===== config.mk =====
export PLATFORM = sky130hd
export DESIGN_NAME = ats_out_queue
export DESIGN_NICKNAME = d
export VERILOG_FILES = /design/src/rtl/core/asn1_token_scanner_top_macros.svh /design/src/rtl/core/ats_pkg.sv /design/src/rtl/core/ats_out_queue.sv
export SDC_FILE = /design/constraint.sdc
export NUM_CORES = 1
export LEC_CHECK = 0
export BUFFER_PORTS_ARGS = -buffer_cell sky130_fd_sc_hd__buf_2
export CAP_MARGIN = 20
export CELL_PAD_IN_SITES_DETAIL_PLACEMENT = 1
export CELL_PAD_IN_SITES_GLOBAL_PLACEMENT = 2
export CORE_ASPECT_RATIO = 0.8
export CORE_UTILIZATION = 46
export DETAILED_ROUTE_END_ITERATION = 7
export GPL_TIMING_DRIVEN = 0
export MAX_ROUTING_LAYER = met4
export PLACE_DENSITY = 0.88
export SLEW_MARGIN = 25
export SYNTH_ARGS = -nofsm -noshare
export SYNTH_HDL_FRONTEND = slang
export SYNTH_SLANG_ARGS = --single-unit

===== constraint.sdc =====
create_clock -name clock -period 17.65 [get_ports clock]
set_input_delay 1.765 -clock clock [delete_from_list [all_inputs] [get_ports clock]]
set_output_delay 1.765 -clock clock [all_outputs]
set_load 0.02 [all_outputs]

===== src/rtl/core/asn1_token_scanner_top_macros.svh =====
// Assertion macros for the token scanner.
`ifndef ASN1_TOKEN_SCANNER_TOP_MACROS_SVH
`define ASN1_TOKEN_SCANNER_TOP_MACROS_SVH

// Check that an implication holds at every clock edge outside reset.
`define ATS_ASSERT_IMPL(label, clk, rst, cond, prop, msg) \
   label: assert property (@(posedge clk) disable iff (rst) (cond) |-> (prop)) \
      else $error(msg);

// Check that an implication holds in the cycle after its trigger.
`define ATS_ASSERT_NEXT(label, clk, rst, cond, prop, msg) \
   label: assert property (@(posedge clk) disable iff (rst) (cond) |=> (prop)) \
      else $error(msg);

`endif


===== src/rtl/core/ats_pkg.sv =====
// -----------------------------------------------------------------------------
// ats_pkg
// Shared types, kind codes and the keyword table of the token scanner.
// -----------------------------------------------------------------------------
`timescale 1ns / 1ps
package ats_pkg;

   localparam int MaxWordLenDefault = 16;
   localparam int LineBitsDefault   = 24;
   localparam int ColumnBitsDefault = 16;

   localparam int KwCount  = 42;
   localparam int KwMaxLen = 15;
   localparam int KindBits = 7;
   localparam int OutLineBits = 24;
   localparam int OutColBits  = 16;
   localparam int LenBits     = 16;

   typedef enum logic [3:0] {
      MODE_IDLE    = 4'd0,
      MODE_IDENT   = 4'd1,
      MODE_NUMBER  = 4'd2,
      MODE_STRING  = 4'd3,
      MODE_COMMENT = 4'd4,
      MODE_DASH    = 4'd5,
      MODE_LBRACK  = 4'd6,
      MODE_RBRACK  = 4'd7,
      MODE_DOT1    = 4'd8,
      MODE_DOT2    = 4'd9,
      MODE_COLON1  = 4'd10,
      MODE_COLON2  = 4'd11
   } mode_type;

   localparam logic [6:0] KIND_EOF    = 7'd0;
   localparam logic [6:0] KIND_IDENT  = 7'd1;
   localparam logic [6:0] KIND_NUMBER = 7'd2;
   localparam logic [6:0] KIND_STRING = 7'd3;
   localparam logic [6:0] KIND_UNKNOWN = 7'd4;
   localparam logic [6:0] KIND_LPAREN = 7'd5;
   localparam logic [6:0] KIND_RPAREN = 7'd6;
   localparam logic [6:0] KIND_LBRACE = 7'd7;
   localparam logic [6:0] KIND_RBRACE = 7'd8;
   localparam logic [6:0] KIND_DLBRACK = 7'd9;
   localparam logic [6:0] KIND_LBRACK = 7'd10;
   localparam logic [6:0] KIND_DRBRACK = 7'd11;
   localparam logic [6:0] KIND_RBRACK = 7'd12;
   localparam logic [6:0] KIND_COMMA  = 7'd13;
   localparam logic [6:0] KIND_ELLIPSIS = 7'd14;
   localparam logic [6:0] KIND_RANGE  = 7'd15;
   localparam logic [6:0] KIND_DOT    = 7'd16;
   localparam logic [6:0] KIND_BAR    = 7'd17;
   localparam logic [6:0] KIND_MINUS  = 7'd18;
   localparam logic [6:0] KIND_AMP    = 7'd19;
   localparam logic [6:0] KIND_AT     = 7'd20;
   localparam logic [6:0] KIND_SEMI   = 7'd21;
   localparam logic [6:0] KIND_PLUS   = 7'd22;
   localparam logic [6:0] KIND_ASSIGN = 7'd23;
   localparam logic [6:0] KIND_KW_BASE = 7'd24;

   typedef logic [KwMaxLen*8-1:0] kw_text_type;

   // keyword text, first character in the low byte
   function automatic kw_text_type kw_text(input int idx);
      string s;
      kw_text_type t;
      case (idx)
         0: s = "SEQUENCE";       1: s = "SET";           2: s = "CHOICE";
         3: s = "OPTIONAL";       4: s = "DEFAULT";       5: s = "INTEGER";
         6: s = "BOOLEAN";        7: s = "ENUMERATED";    8: s = "OCTET";
         9: s = "BIT";            10: s = "SIZE";         11: s = "OF";
         12: s = "OBJECT";        13: s = "DEFINITIONS";  14: s = "BEGIN";
         15: s = "END";           16: s = "IMPORTS";      17: s = "FROM";
         18: s = "ANY";           19: s = "DEFINED";      20: s = "BY";
         21: s = "CLASS";         22: s = "CONTAINING";   23: s = "WITH";
         24: s = "COMPONENTS";    25: s = "IMPLICIT";     26: s = "EXPLICIT";
         27: s = "APPLICATION";   28: s = "UNIVERSAL";    29: s = "PRIVATE";
         30: s = "SYNTAX";        31: s = "NULL";         32: s = "REAL";
         33: s = "UTF8String";    34: s = "PrintableString";
         35: s = "VisibleString"; 36: s = "IA5String";    37: s = "NumericString";
         38: s = "AUTOMATIC";     39: s = "TAGS";         40: s = "EXTENSIBILITY";
         default: s = "IMPLIED";
      endcase
      t = '0;
      for (int k = 0; k < KwMaxLen; k++) begin
         if (k < s.len()) t[k*8 +: 8] = s[k];
      end
      return t;
   endfunction

   function automatic int kw_len(input int idx);
      kw_text_type t;
      int n;
      t = kw_text(idx);
      n = 0;
      for (int k = 0; k < KwMaxLen; k++) begin
         if (t[k*8 +: 8] != 8'd0) n = k + 1;
      end
      return n;
   endfunction

   typedef struct packed {
      logic [6:0]  kind;
      logic [23:0] line;
      logic [15:0] column;
      logic [15:0] length;
      logic [7:0]  first;
   } token_type;

endpackage


===== src/rtl/core/ats_out_queue.sv =====
// -----------------------------------------------------------------------------
// ats_out_queue
// Four-entry result queue that parts the scanner from the receiver.
// -----------------------------------------------------------------------------
`timescale 1ns / 1ps
module ats_out_queue (
   input  logic                  clock,
   input  logic                  reset,
   input  logic                  push0,
   input  logic                  push1,
   input  ats_pkg::token_type    tok0,
   input  ats_pkg::token_type    tok1,
   input  logic                  last0,
   output logic                  space2,
   output logic                  rsp_tvalid,
   input  logic                  rsp_tready,
   output ats_pkg::token_type    rsp_tok,
   output logic                  rsp_last
);
   import ats_pkg::*;

   token_type   data_ff [4];
   logic        last_ff [4];
   logic [1:0]  rd_ff, wr_ff;
   logic [2:0]  cnt_ff;
   logic        pop;
   logic [2:0]  cnt_in;

   assign pop        = rsp_tvalid && rsp_tready;
   assign rsp_tvalid = cnt_ff != 3'd0;
   assign rsp_tok    = data_ff[rd_ff];
   assign rsp_last   = last_ff[rd_ff];
   assign space2     = cnt_ff <= 3'd2;
   assign cnt_in     = cnt_ff + 3'(push0) + 3'(push1) - 3'(pop);

   always_ff @(posedge clock) begin
      if (reset) begin
         rd_ff  <= '0;
         wr_ff  <= '0;
         cnt_ff <= '0;
      end else begin
         if (pop) rd_ff <= rd_ff + 2'd1;
         wr_ff  <= wr_ff + 2'(push0) + 2'(push1);
         cnt_ff <= cnt_in;
      end
   end

   always_ff @(posedge clock) begin
      if (push0) begin
         data_ff[wr_ff] <= tok0;
         last_ff[wr_ff] <= last0;
      end
      if (push1) begin
         data_ff[wr_ff + 2'd1] <= tok1;
         last_ff[wr_ff + 2'd1] <= 1'b1;
      end
   end

endmodule


==> results.tsv, run 1 <==
metric	value	unit
largest net degree at the start of global routing	21	
worst-skew pair later-pin latency	0.56	ns
Tmin final	4.550	ns
Clock Skews	0.008919	ns
register area share after synthesis	0.6158	
worst min-delay path class	flip-flop to flip-flop	
vias per inst	5.546	
Initial Utilization	0.4686	
hold_buf cts	0	
# IOs	222	
Yosys warning count	0	
gr usage total	0.2370	
synth top area cells	edfxtp_1 (60%), mux2_2 (21%), mux4_2 (11%)	
vias in the first global route	9016	
met1 GRT Util	0.3125	
initial antenna violation count	5	
CP endpoint kind	output pin	
Tightest Pin Transition	0.8940	ns
setup bufs post-CTS	0	
Max Clock Freq	219.8	MHz
CTS max path bufs	3	
syn avg cell area	18.93	sq um
met2 Usage GRT	0.3840	
crit path kind	flip-flop to output pin	
multi-input logic area	5214	sq um
GRT Max-Usage Layer	met2	
Slew Viols, Final	0	
first-pass GRT wire length	54240	microns
root buf cell	clkbuf_16	
Setup TNS Final	0	ns
final hold slack	0.5209	ns
period utilization	0.2578	
DRT iter0 DRCs	423	
die area	31740	sq um
Post-Route Utilization	0.5676	
Synthesized Nets	907	
cts repair resizes	0	
dominant cell type by area after synthesis	edfxtp_1	
Finished Cell Area	17290	sq um
Cell Rows	57	
gpl congestion	0.7454	
leakage power	6.157	nW
final WL	35910	microns
reg2reg start	wr_ff[0]	
critical path required time	15.88	ns
PD cells	125.6	nW/um^2
number of remaining DRC errors	0	
Final Hold Vio Count	0	
ys async rst share	0	
max_slew headroom	0.4040	
PortBufs	221	
RSZ-0062 raised after global routing	false	
total power	2.172	mW
TritonCTS clock tree	yes	
Area growth, synth to finish	21.13	%
final setup violation count	0	
Synth top area share	0.5976	
R2R Setup Slk	15.11	ns
Synth Flop Type	edfxtp_1	
Worst-path clk slew	0.06	ns
Max IR drop VDD	72.69	uV
drt first pass iters	4	
Die Ht	159.5	microns
CTS Buf Count	31	
antenna-violating nets left	0	
Startpoint Class	flip-flop	
crit path max fanout	10	
status	finished, final reports clean	
Clock Sinks	297	
CP arrival	2.79	ns
share of cells above drive strength 1	0.6349	
EDFF count, synth	284	
fin nets	1178	
total of max-cap violations	0	
mean routed wirelength per cell	24.46	microns
routing usage on met3	0.04639	
H-Tree Depth	1	
#FFs+latches synth	297	
Overflow after GRT	0	
Chip Width	198.9	microns
dpl cell area	16370	sq um
Hold Crit Start	last_ff[2]	
dpl hpwl	24900	microns
via count	8142	
core area	30450	sq um
Gate Count Post-Synth	754	
Mapped Area	14270	sq um
Filler Cell Count	2837	
register area	8788	sq um
synth unique cells	32	
layer usage:
metal  vias up  share of wire
met5         -              0
met4         0          0.016
met3        45          0.060
met2       224           0.49
met1      4206           0.43
li1       3667              -
cells by family after synthesis:
group	synth area share
flops	0.6158
compound gates	0.007014
mux	0.3384
simple gates	0.008856
fa+ha+maj	0.005962
buf+inv	0.02148
xor+xnor	0.002455
final timing paths:
check                                      end  depth (start not counted)
worst min-delay path                last_ff[2]                          2
worst max register to register  data_ff[2][37]                          6
worst min register to register      last_ff[2]                          2
worst max-delay path               rsp_tok[47]                          4
report_power, final:
group / internal [mW] / switching, mW / total, mW
clock network: 0.331 / 0.264 / 0.595
registers: 0.886 / 0.0270 / 0.913
logic: 0.300 / 0.364 / 0.664
total: 1.52 / 0.654 / 2.17
through the flow:
step	setup WS (ns)	cells
after floorplan	10.20	754
after global placement	5.495	1388
after detailed placement	13.61	1405
after CTS	13.08	1462
after global routing	13.05	1467
final	13.10	1468
critical path, stage by stage, from the launching register on:
cell,delay (ns)
dfxtp_1,0.31
clkbuf_1,0.67
clkbuf_1,0.62
mux4_2,0.45
buf_2,0.18
cell usage in the layout, fill, tap and decap left out, drive strengths merged:
master and instances:
xnor2 2, nand2b 1, mux2 284, dfxtp 13, mux2i 1, o21ai 3, xor2 2, o311ai 1
inv 7, nand2 6, buf 279, edfxtp 284, nor2b 5, mux4 72, a2bb2oi 1, o31a 1
a21oi 3, diode 6, fa 3, nor2 8, nand3 2, clkinv 10, o211ai 1, a21o 1
clkbuf 52, o21a 1, o22ai 2, ha 2, o221ai 1, nor3 1
cells in the mapped netlist (all sizes together) (3+ instances only):
master and instances:
a21oi 3, buf 41, clkbuf 6, dfxtp 13, edfxtp 284, fa 3, inv 6, mux2 284
mux4 72, nand2 6, nor2 8, nor2b 5, o21ai 3
flip-flops by register name, summed over array words and instances (netlist names), named ones only:
signal,cells
last_ff,4
data_ff,284
cnt_ff,3
rd_ff,2
wr_ff,2
layout make-up:
| cell class | count | share of cell area |
|---|---|---|
| clock buffers | 46 | 0.04929 |
| clock inverters | 11 | 0.003040 |
| plain buffers | 47 | 0.01643 |
| well taps | 413 | 0.02989 |
| inverters | 6 | 0.001303 |
| multi-input cells | 404 | 0.3016 |
| repair buffers | 238 | 0.08917 |
| diodes | 6 | 0.0008686 |
| flip-flops and latches | 297 | 0.5084 |
(Power assumes the default switching activity.)
==> inputs of run 2 (changes only) <==
CORE_UTILIZATION = 38   (was 46)
PLACE_DENSITY = 0.78   (was 0.88)
clock period = 3.6 ns   (was 17.65 ns; I/O delays follow)
==> results.tsv, run 2 (same netlist as run 1, synthesis figures left out) <==
metric	value	unit	change
Hold Crit Start	reset		was last_ff[2]
Max IR drop VDD	333.8	uV	was 72.69 uV
Filler Cell Count	3597		was 2,837
Final Hold Vio Count	0		unchanged
Tightest Pin Transition	0.8755	ns	was 0.8940 ns
Cell Rows	63		was 57
pre-CTS WS	0.8948	ns	was 13.61 ns
CP arrival	2.81	ns	was 2.79 ns
Worst-path clk slew	0.06	ns	about the same
leakage power	6.235	nW	was 6.157 nW
gpl congestion	0.7483		was 0.7454
crit-path cells	clkbuf_1, clkbuf_1, mux4_2, buf_2		unchanged
R2R Setup Slk	1.04	ns	was 15.11 ns
commonest non-fill, non-tap cell in the layout	edfxtp_1		unchanged
cell mode on critical path	clkbuf_1		unchanged
cts repair resizes	0		unchanged
R2R depth	7		was 6
most flop-heavy register	data_ff		unchanged
CP delay by family, top	buffers and inverters		unchanged
Max Clock Freq	316.0	MHz	
period utilization	0.8792		
crit path max fanout	10		unchanged
Finished Cell Area	17530	sq um	was 17,290 sq um
Clock power frac	0.301		was 0.274
dpl cell area	16470	sq um	was 16,370 sq um
PD cells	629.4	nW/um^2	was 125.6 nW/um^2
antenna-violating nets left	0		unchanged
Clock Skews	0.02199	ns	was 0.008919 ns
Slew Viols, Final	0		unchanged
Clock Sinks	297		unchanged
Chip Width	218.7	microns	was 198.9 microns
number of flip-flops in the largest register	284		unchanged
final setup violation count	0		unchanged
hold_buf cts	0		unchanged
mean routed wirelength per cell	23.30	microns	was 24.46 microns
Startpoint Class	flip-flop		unchanged
dpl hpwl	24290	microns	was 24,900 microns
combinational share of power	0.295		was 0.306
worst min-delay path class	input port to flip-flop		was flip-flop to flip-flop
vias in the first global route	8873		was 9,016
most frequent cells in the layout	edfxtp_1 (284), mux2_2 (271), buf_2 (244), mux4_2 (72), clkbuf_16 (31)		unchanged
final WL	36000	microns	was 35,910 microns
total of max-cap violations	0		unchanged
die area	38340	sq um	was 31,740 sq um
number of buffer and inverter stages on the critical path	3		unchanged
number of remaining DRC errors	0		unchanged
via count	8029		was 8,142
DRT iter0 DRCs	409		was 423
Die Ht	175.3	microns	was 159.5 microns
drt first pass iters	4		unchanged
gr usage total	0.1955		was 0.2370
Post-Route Utilization	0.4731		was 0.5676
first-pass GRT wire length	54500	microns	was 54,240 microns
setup bufs post-CTS	0		unchanged
status	finished, final reports clean		unchanged
Setup TNS Final	0	ns	unchanged
CP endpoint kind	output pin		unchanged
vias per inst	5.197		was 5.546
H-Tree Depth	1		unchanged
Sw Share	0.2942		was 0.3014
Largest regs	data_ff x284, last_ff x4, cnt_ff x3		unchanged
Area growth, synth to finish	22.82	%	was 21.13%
PortBufs	221		unchanged
Internal	7.787	mW	was 1.517 mW
crit path kind	flip-flop to output pin		unchanged
critical path required time	3.24	ns	was 15.88 ns
Tmin final	3.165	ns	
CTS Buf Count	31		unchanged
Hold EP	rd_ff[0]		was last_ff[2]
WHS Path Cells	2		unchanged
largest net degree at the start of global routing	21		unchanged
core area	37050	sq um	was 30,450 sq um
CP max stage delay	0.65	ns	was 0.67 ns
Initial Utilization	0.3852		was 0.4686
initial antenna violation count	8		was 5
Overflow after GRT	0		unchanged
CTS max path bufs	3		unchanged
# IOs	222		unchanged
final hold slack	0.06421	ns	was 0.5209 ns
root buf cell	clkbuf_16		unchanged
CP max stage cell	clkbuf_1		unchanged
RSZ-0062 raised after global routing	false		unchanged
share of cells above drive strength 1	0.6438		was 0.6349
TritonCTS clock tree	yes		unchanged
max_slew headroom	0.4163		was 0.4040
setup ws final	0.4349	ns	was 13.10 ns
reg-to-reg endpoint	data_ff[2][32]		was data_ff[2][37]
worst-skew pair later-pin latency	0.57	ns	was 0.56 ns
fin nets	1179		was 1,178
Switch Pwr	3.246	mW	was 0.6544 mW
reg2reg start	wr_ff[0]		unchanged
register share of total power	0.405		was 0.420
[run 2: cell count changes in the layout (fill, tap and decap cells not counted), moves of 2 or more]
cell | before | now
bufinv_16 | 0 | 5
clkbuf_1 | 19 | 13
clkinv_1 | 5 | 2
clkinv_2 | 5 | 9
diode_2 | 6 | 8
[run 2: worst max-delay path by stage]
stage                     slack, ns  cells after the start        endpoint
after floorplan                0.55                      3   data_ff[3][0]
after global placement        -1.28                      3  data_ff[2][32]
after global routing           0.31                      4      rsp_tok[7]
after detailed placement       0.89                      9  data_ff[2][32]
final                          0.43                      4     rsp_tok[12]
after CTS                      0.35                      4     rsp_tok[55]
[run 2: through the flow]
stage | std cells | total power, mW
after floorplan | 754 | 6.633
after global placement | 1462 | 7.671
after detailed placement | 1480 | 7.850
after CTS | 1537 | 11.19
after global routing | 1545 | 11.51
final | 1545 | 11.03
[run 2: final cells by class]
cell class | instances | area, sq um | area share
Tap cell | 487 | 609.3 | 0.03476
Buffer | 47 | 284.0 | 0.01620
Timing Repair Buffer | 239 | 1549 | 0.08837
Inverter | 6 | 22.52 | 0.001285
Antenna cell | 8 | 20.02 | 0.001142
Clock inverter | 17 | 211.5 | 0.01206
Clock buffer | 40 | 829.5 | 0.04733
Multi-Input combinational cell | 404 | 5214 | 0.2975
Sequential cell | 297 | 8788 | 0.5014
[run 2: metal layers]
metal,wire (microns),global-route usage,up-vias,share of wire
li1,-,-,3651,-
met1,15800,0.2564,4157,0.44
met2,17760,0.3165,180,0.49
met3,1892,0.04139,41,0.053
met4,544,0.03472,0,0.015
met5,0,-,-,0
[run 2: power by group through the flow]
stage                     clock [mW]  combinational, mW  sequential (mW)
after floorplan                    0               2.12             4.51
after global placement             0               3.09             4.58
after detailed placement           0               3.31             4.54
after CTS                       3.39               3.33             4.47
after global routing            3.51               3.49             4.50
final                           3.32               3.25             4.47
==> inputs of run 3 (changes only) <==
ABC_AREA = 1   (was not set)
CORE_UTILIZATION = 32   (was 38)
CTS_CLUSTER_DIAMETER = 30   (was not set)
PLACE_DENSITY = 0.77   (was 0.78)
==> results.tsv, run 3 <==
metric	value	unit	change
antenna-violating nets left	0		unchanged
Chip Width	239.3	microns	was 218.7 microns
crit-path cells	buf_2, clkinv_2, clkbuf_1, o21ai_1, o22ai_1, buf_2		was clkbuf_1, clkbuf_1, mux4_2, buf_2
hold_buf cts	0		unchanged
Max IR drop VDD	336.3	uV	was 333.8 uV
share of cells above drive strength 1	0.2313		was 0.6438
synth unique cells	29		was 32
CTS Buf Count	74		was 31
Area growth, synth to finish	31.61	%	was 22.82%
fin nets	1926		was 1,179
RSZ-0062 raised after global routing	false		unchanged
Final Hold Vio Count	0		unchanged
largest net degree at the start of global routing	38		was 21
dominant cell type by area after synthesis	edfxtp_1		unchanged
CP arrival	2.64	ns	was 2.81 ns
Cell Rows	69		was 63
syn avg cell area	9.802	sq um	was 18.93 sq um
worst-skew pair later-pin latency	0.60	ns	was 0.57 ns
R2R depth	5		was 7
#FFs+latches synth	297		unchanged
CP endpoint kind	output pin		unchanged
drt first pass iters	7		was 4
vias in the first global route	13210		was 8,873
most flop-heavy register	data_ff		unchanged
ys async rst share	0		unchanged
first-pass GRT wire length	80390	microns	was 54,500 microns
worst min-delay path class	input port to flip-flop		unchanged
most frequent cell after synthesis	o21ai_0		was edfxtp_1
initial antenna violation count	3		was 8
CP max stage delay	0.50	ns	was 0.65 ns
# IOs	222		unchanged
Post-Route M1 WL	24520	microns	was 15,800 microns
Die Ht	191.9	microns	was 175.3 microns
PortBufs	221		unchanged
Tmin final	3.003	ns	was 3.165 ns
Clock Sinks	297		unchanged
most frequent cells in the layout	o21ai_0 (313), nand2_1 (294), edfxtp_1 (284), buf_2 (237), nor2_1 (153)		was edfxtp_1 (284), mux2_2 (271), buf_2 (244), mux4_2 (72), clkbuf_16 (31)
dpl hpwl	34610	microns	was 24,290 microns
crit path max fanout	10		unchanged
most frequent cells after synthesis	o21ai_0 (313), nand2_1 (298), edfxtp_1 (284)		was edfxtp_1 (284), mux2_2 (271), mux4_2 (72)
Overflow after GRT	0		unchanged
final setup violation count	0		unchanged
PD cells	786.2	nW/um^2	was 629.4 nW/um^2
period utilization	0.8343		was 0.8792
CTS max path bufs	3		unchanged
CP max stage cell	clkbuf_1		unchanged
Initial Utilization	0.3243		was 0.3852
via count	12580		was 8,029
TritonCTS clock tree	yes		unchanged
Gate Count Post-Synth	1471		was 754
met2 routed WL	25620	microns	was 17,760 microns
uppermost layer routed	met4		unchanged
die area	45920	sq um	was 38,340 sq um
Clock Skews	0.02346	ns	was 0.02199 ns
Filler Cell Count	5040		was 3,597
EDFF count, synth	284		unchanged
Worst-path clk slew	0.04	ns	was 0.06 ns
Synthesized Nets	1624		was 907
setup bufs post-CTS	0		unchanged
cts repair resizes	0		unchanged
vias per inst	5.158		was 5.197
number of flip-flops in the largest register	284		unchanged
WHS Path Cells	2		unchanged
Slew Viols, Final	0		unchanged
crit path kind	flip-flop to output pin		unchanged
cell mode on critical path	buf_2		was clkbuf_1
Max Clock Freq	332.9	MHz	was 316.0 MHz
core area	44460	sq um	was 37,050 sq um
routed wl met3	2662	microns	was 1892 microns
Synth top area share	0.5915		was 0.5976
number of remaining DRC errors	0		unchanged
Mapped Area	14420	sq um	was 14,270 sq um
max_slew headroom	0.4802		was 0.4163
final hold slack	0.03726	ns	was 0.06421 ns
Finished Cell Area	18980	sq um	was 17,530 sq um
DRT iter0 DRCs	798		was 409
Yosys warning count	0		unchanged
critical path required time	3.24	ns	about the same
Startpoint Class	flip-flop		unchanged
final WL	54310	microns	was 36,000 microns
H-Tree Depth	3		was 1
leakage power	7.847	nW	was 6.235 nW
gr usage total	0.2462		was 0.1955
Largest regs	data_ff x284, last_ff x4, cnt_ff x3		unchanged
status	finished, final reports clean		unchanged
register area share after synthesis	0.6095		was 0.6158
dpl cell area	16430	sq um	was 16,470 sq um
synth top area cells	edfxtp_1 (59%), o21ai_0 (11%), nand2_1 (7.8%)		was edfxtp_1 (60%), mux2_2 (21%), mux4_2 (11%)
commonest non-fill, non-tap cell in the layout	o21ai_0		was edfxtp_1
Post-Route Utilization	0.4268		was 0.4731
total of max-cap violations	0		unchanged
Synth Flop Type	edfxtp_1		unchanged
mean routed wirelength per cell	22.27	microns	was 23.30 microns
gpl congestion	0.8011		was 0.7483
Tightest Pin Transition	0.7797	ns	was 0.8755 ns
root buf cell	clkbuf_16		unchanged
[run 3: kinds of logic after synthesis]
family                   Yosys count  share of synthesized area
XOR/XNOR                           2                   0.001215
flip-flops                       297                     0.6095
adder cells (fa/ha/maj)            5                   0.005901
buffers and inverters            195                    0.07081
AO/OA/AOI/OAI                    504                     0.1849
AND/OR/NAND/NOR                  468                     0.1276
[run 3: per-stage QoR]
stage	setup TNS [ns]	cells	worst slack, ns	power (mW)
floorplan	0	1471	0.7615	6.636
global placement	-386.43	2295	-1.668	8.090
detailed placement	0	2300	0.8345	8.163
CTS	0	2436	0.6217	15.01
global route	0	2439	0.5503	15.49
finish	0	2439	0.5965	14.92
[run 3: power breakdown]
part           internal, mW  total, mW  switching, mW
registers              4.41       4.52          0.116
clock network          4.74       6.83           2.10
logic                 0.997       3.56           2.57
[run 3: final timing paths]
path	slack, ns	from	end
worst max register to register	1.09	wr_ff[0]	data_ff[0][58]
worst max-delay path	0.60	flip-flop	rsp_tok[2]
worst min-delay path	0.04	reset	wr_ff[0]
worst min register to register	0.45	last_ff[1]	last_ff[1]
[run 3: cell type report]
type / instances / area [sq um] / share of cell area
antenna: 3 / 7.507 / 0.0003956
buffer: 110 / 695.7 / 0.03666
clock buffer: 89 / 1972 / 0.1039
clock inverter: 47 / 565.5 / 0.02980
inverter: 85 / 325.3 / 0.01714
multi-input combinational: 979 / 4639 / 0.2445
sequential: 297 / 8788 / 0.4631
tap: 603 / 754.5 / 0.03976
timing repair buffer: 226 / 1229 / 0.06475
[run 3: worst max-delay path: cells and delay by family (launching register included)]
kind | cells | cell delay, ns
compound gates | 2 | 0.54
flops | 1 | 0.29
buf+inv | 4 | 1.24
[run 3: metal layers]
layer / global-route usage / vias up
li1: - / 5801
met1: 0.3171 / 6276
met2: 0.3902 / 392
met3: 0.04125 / 112
met4: 0.09048 / 0
met5: - / -
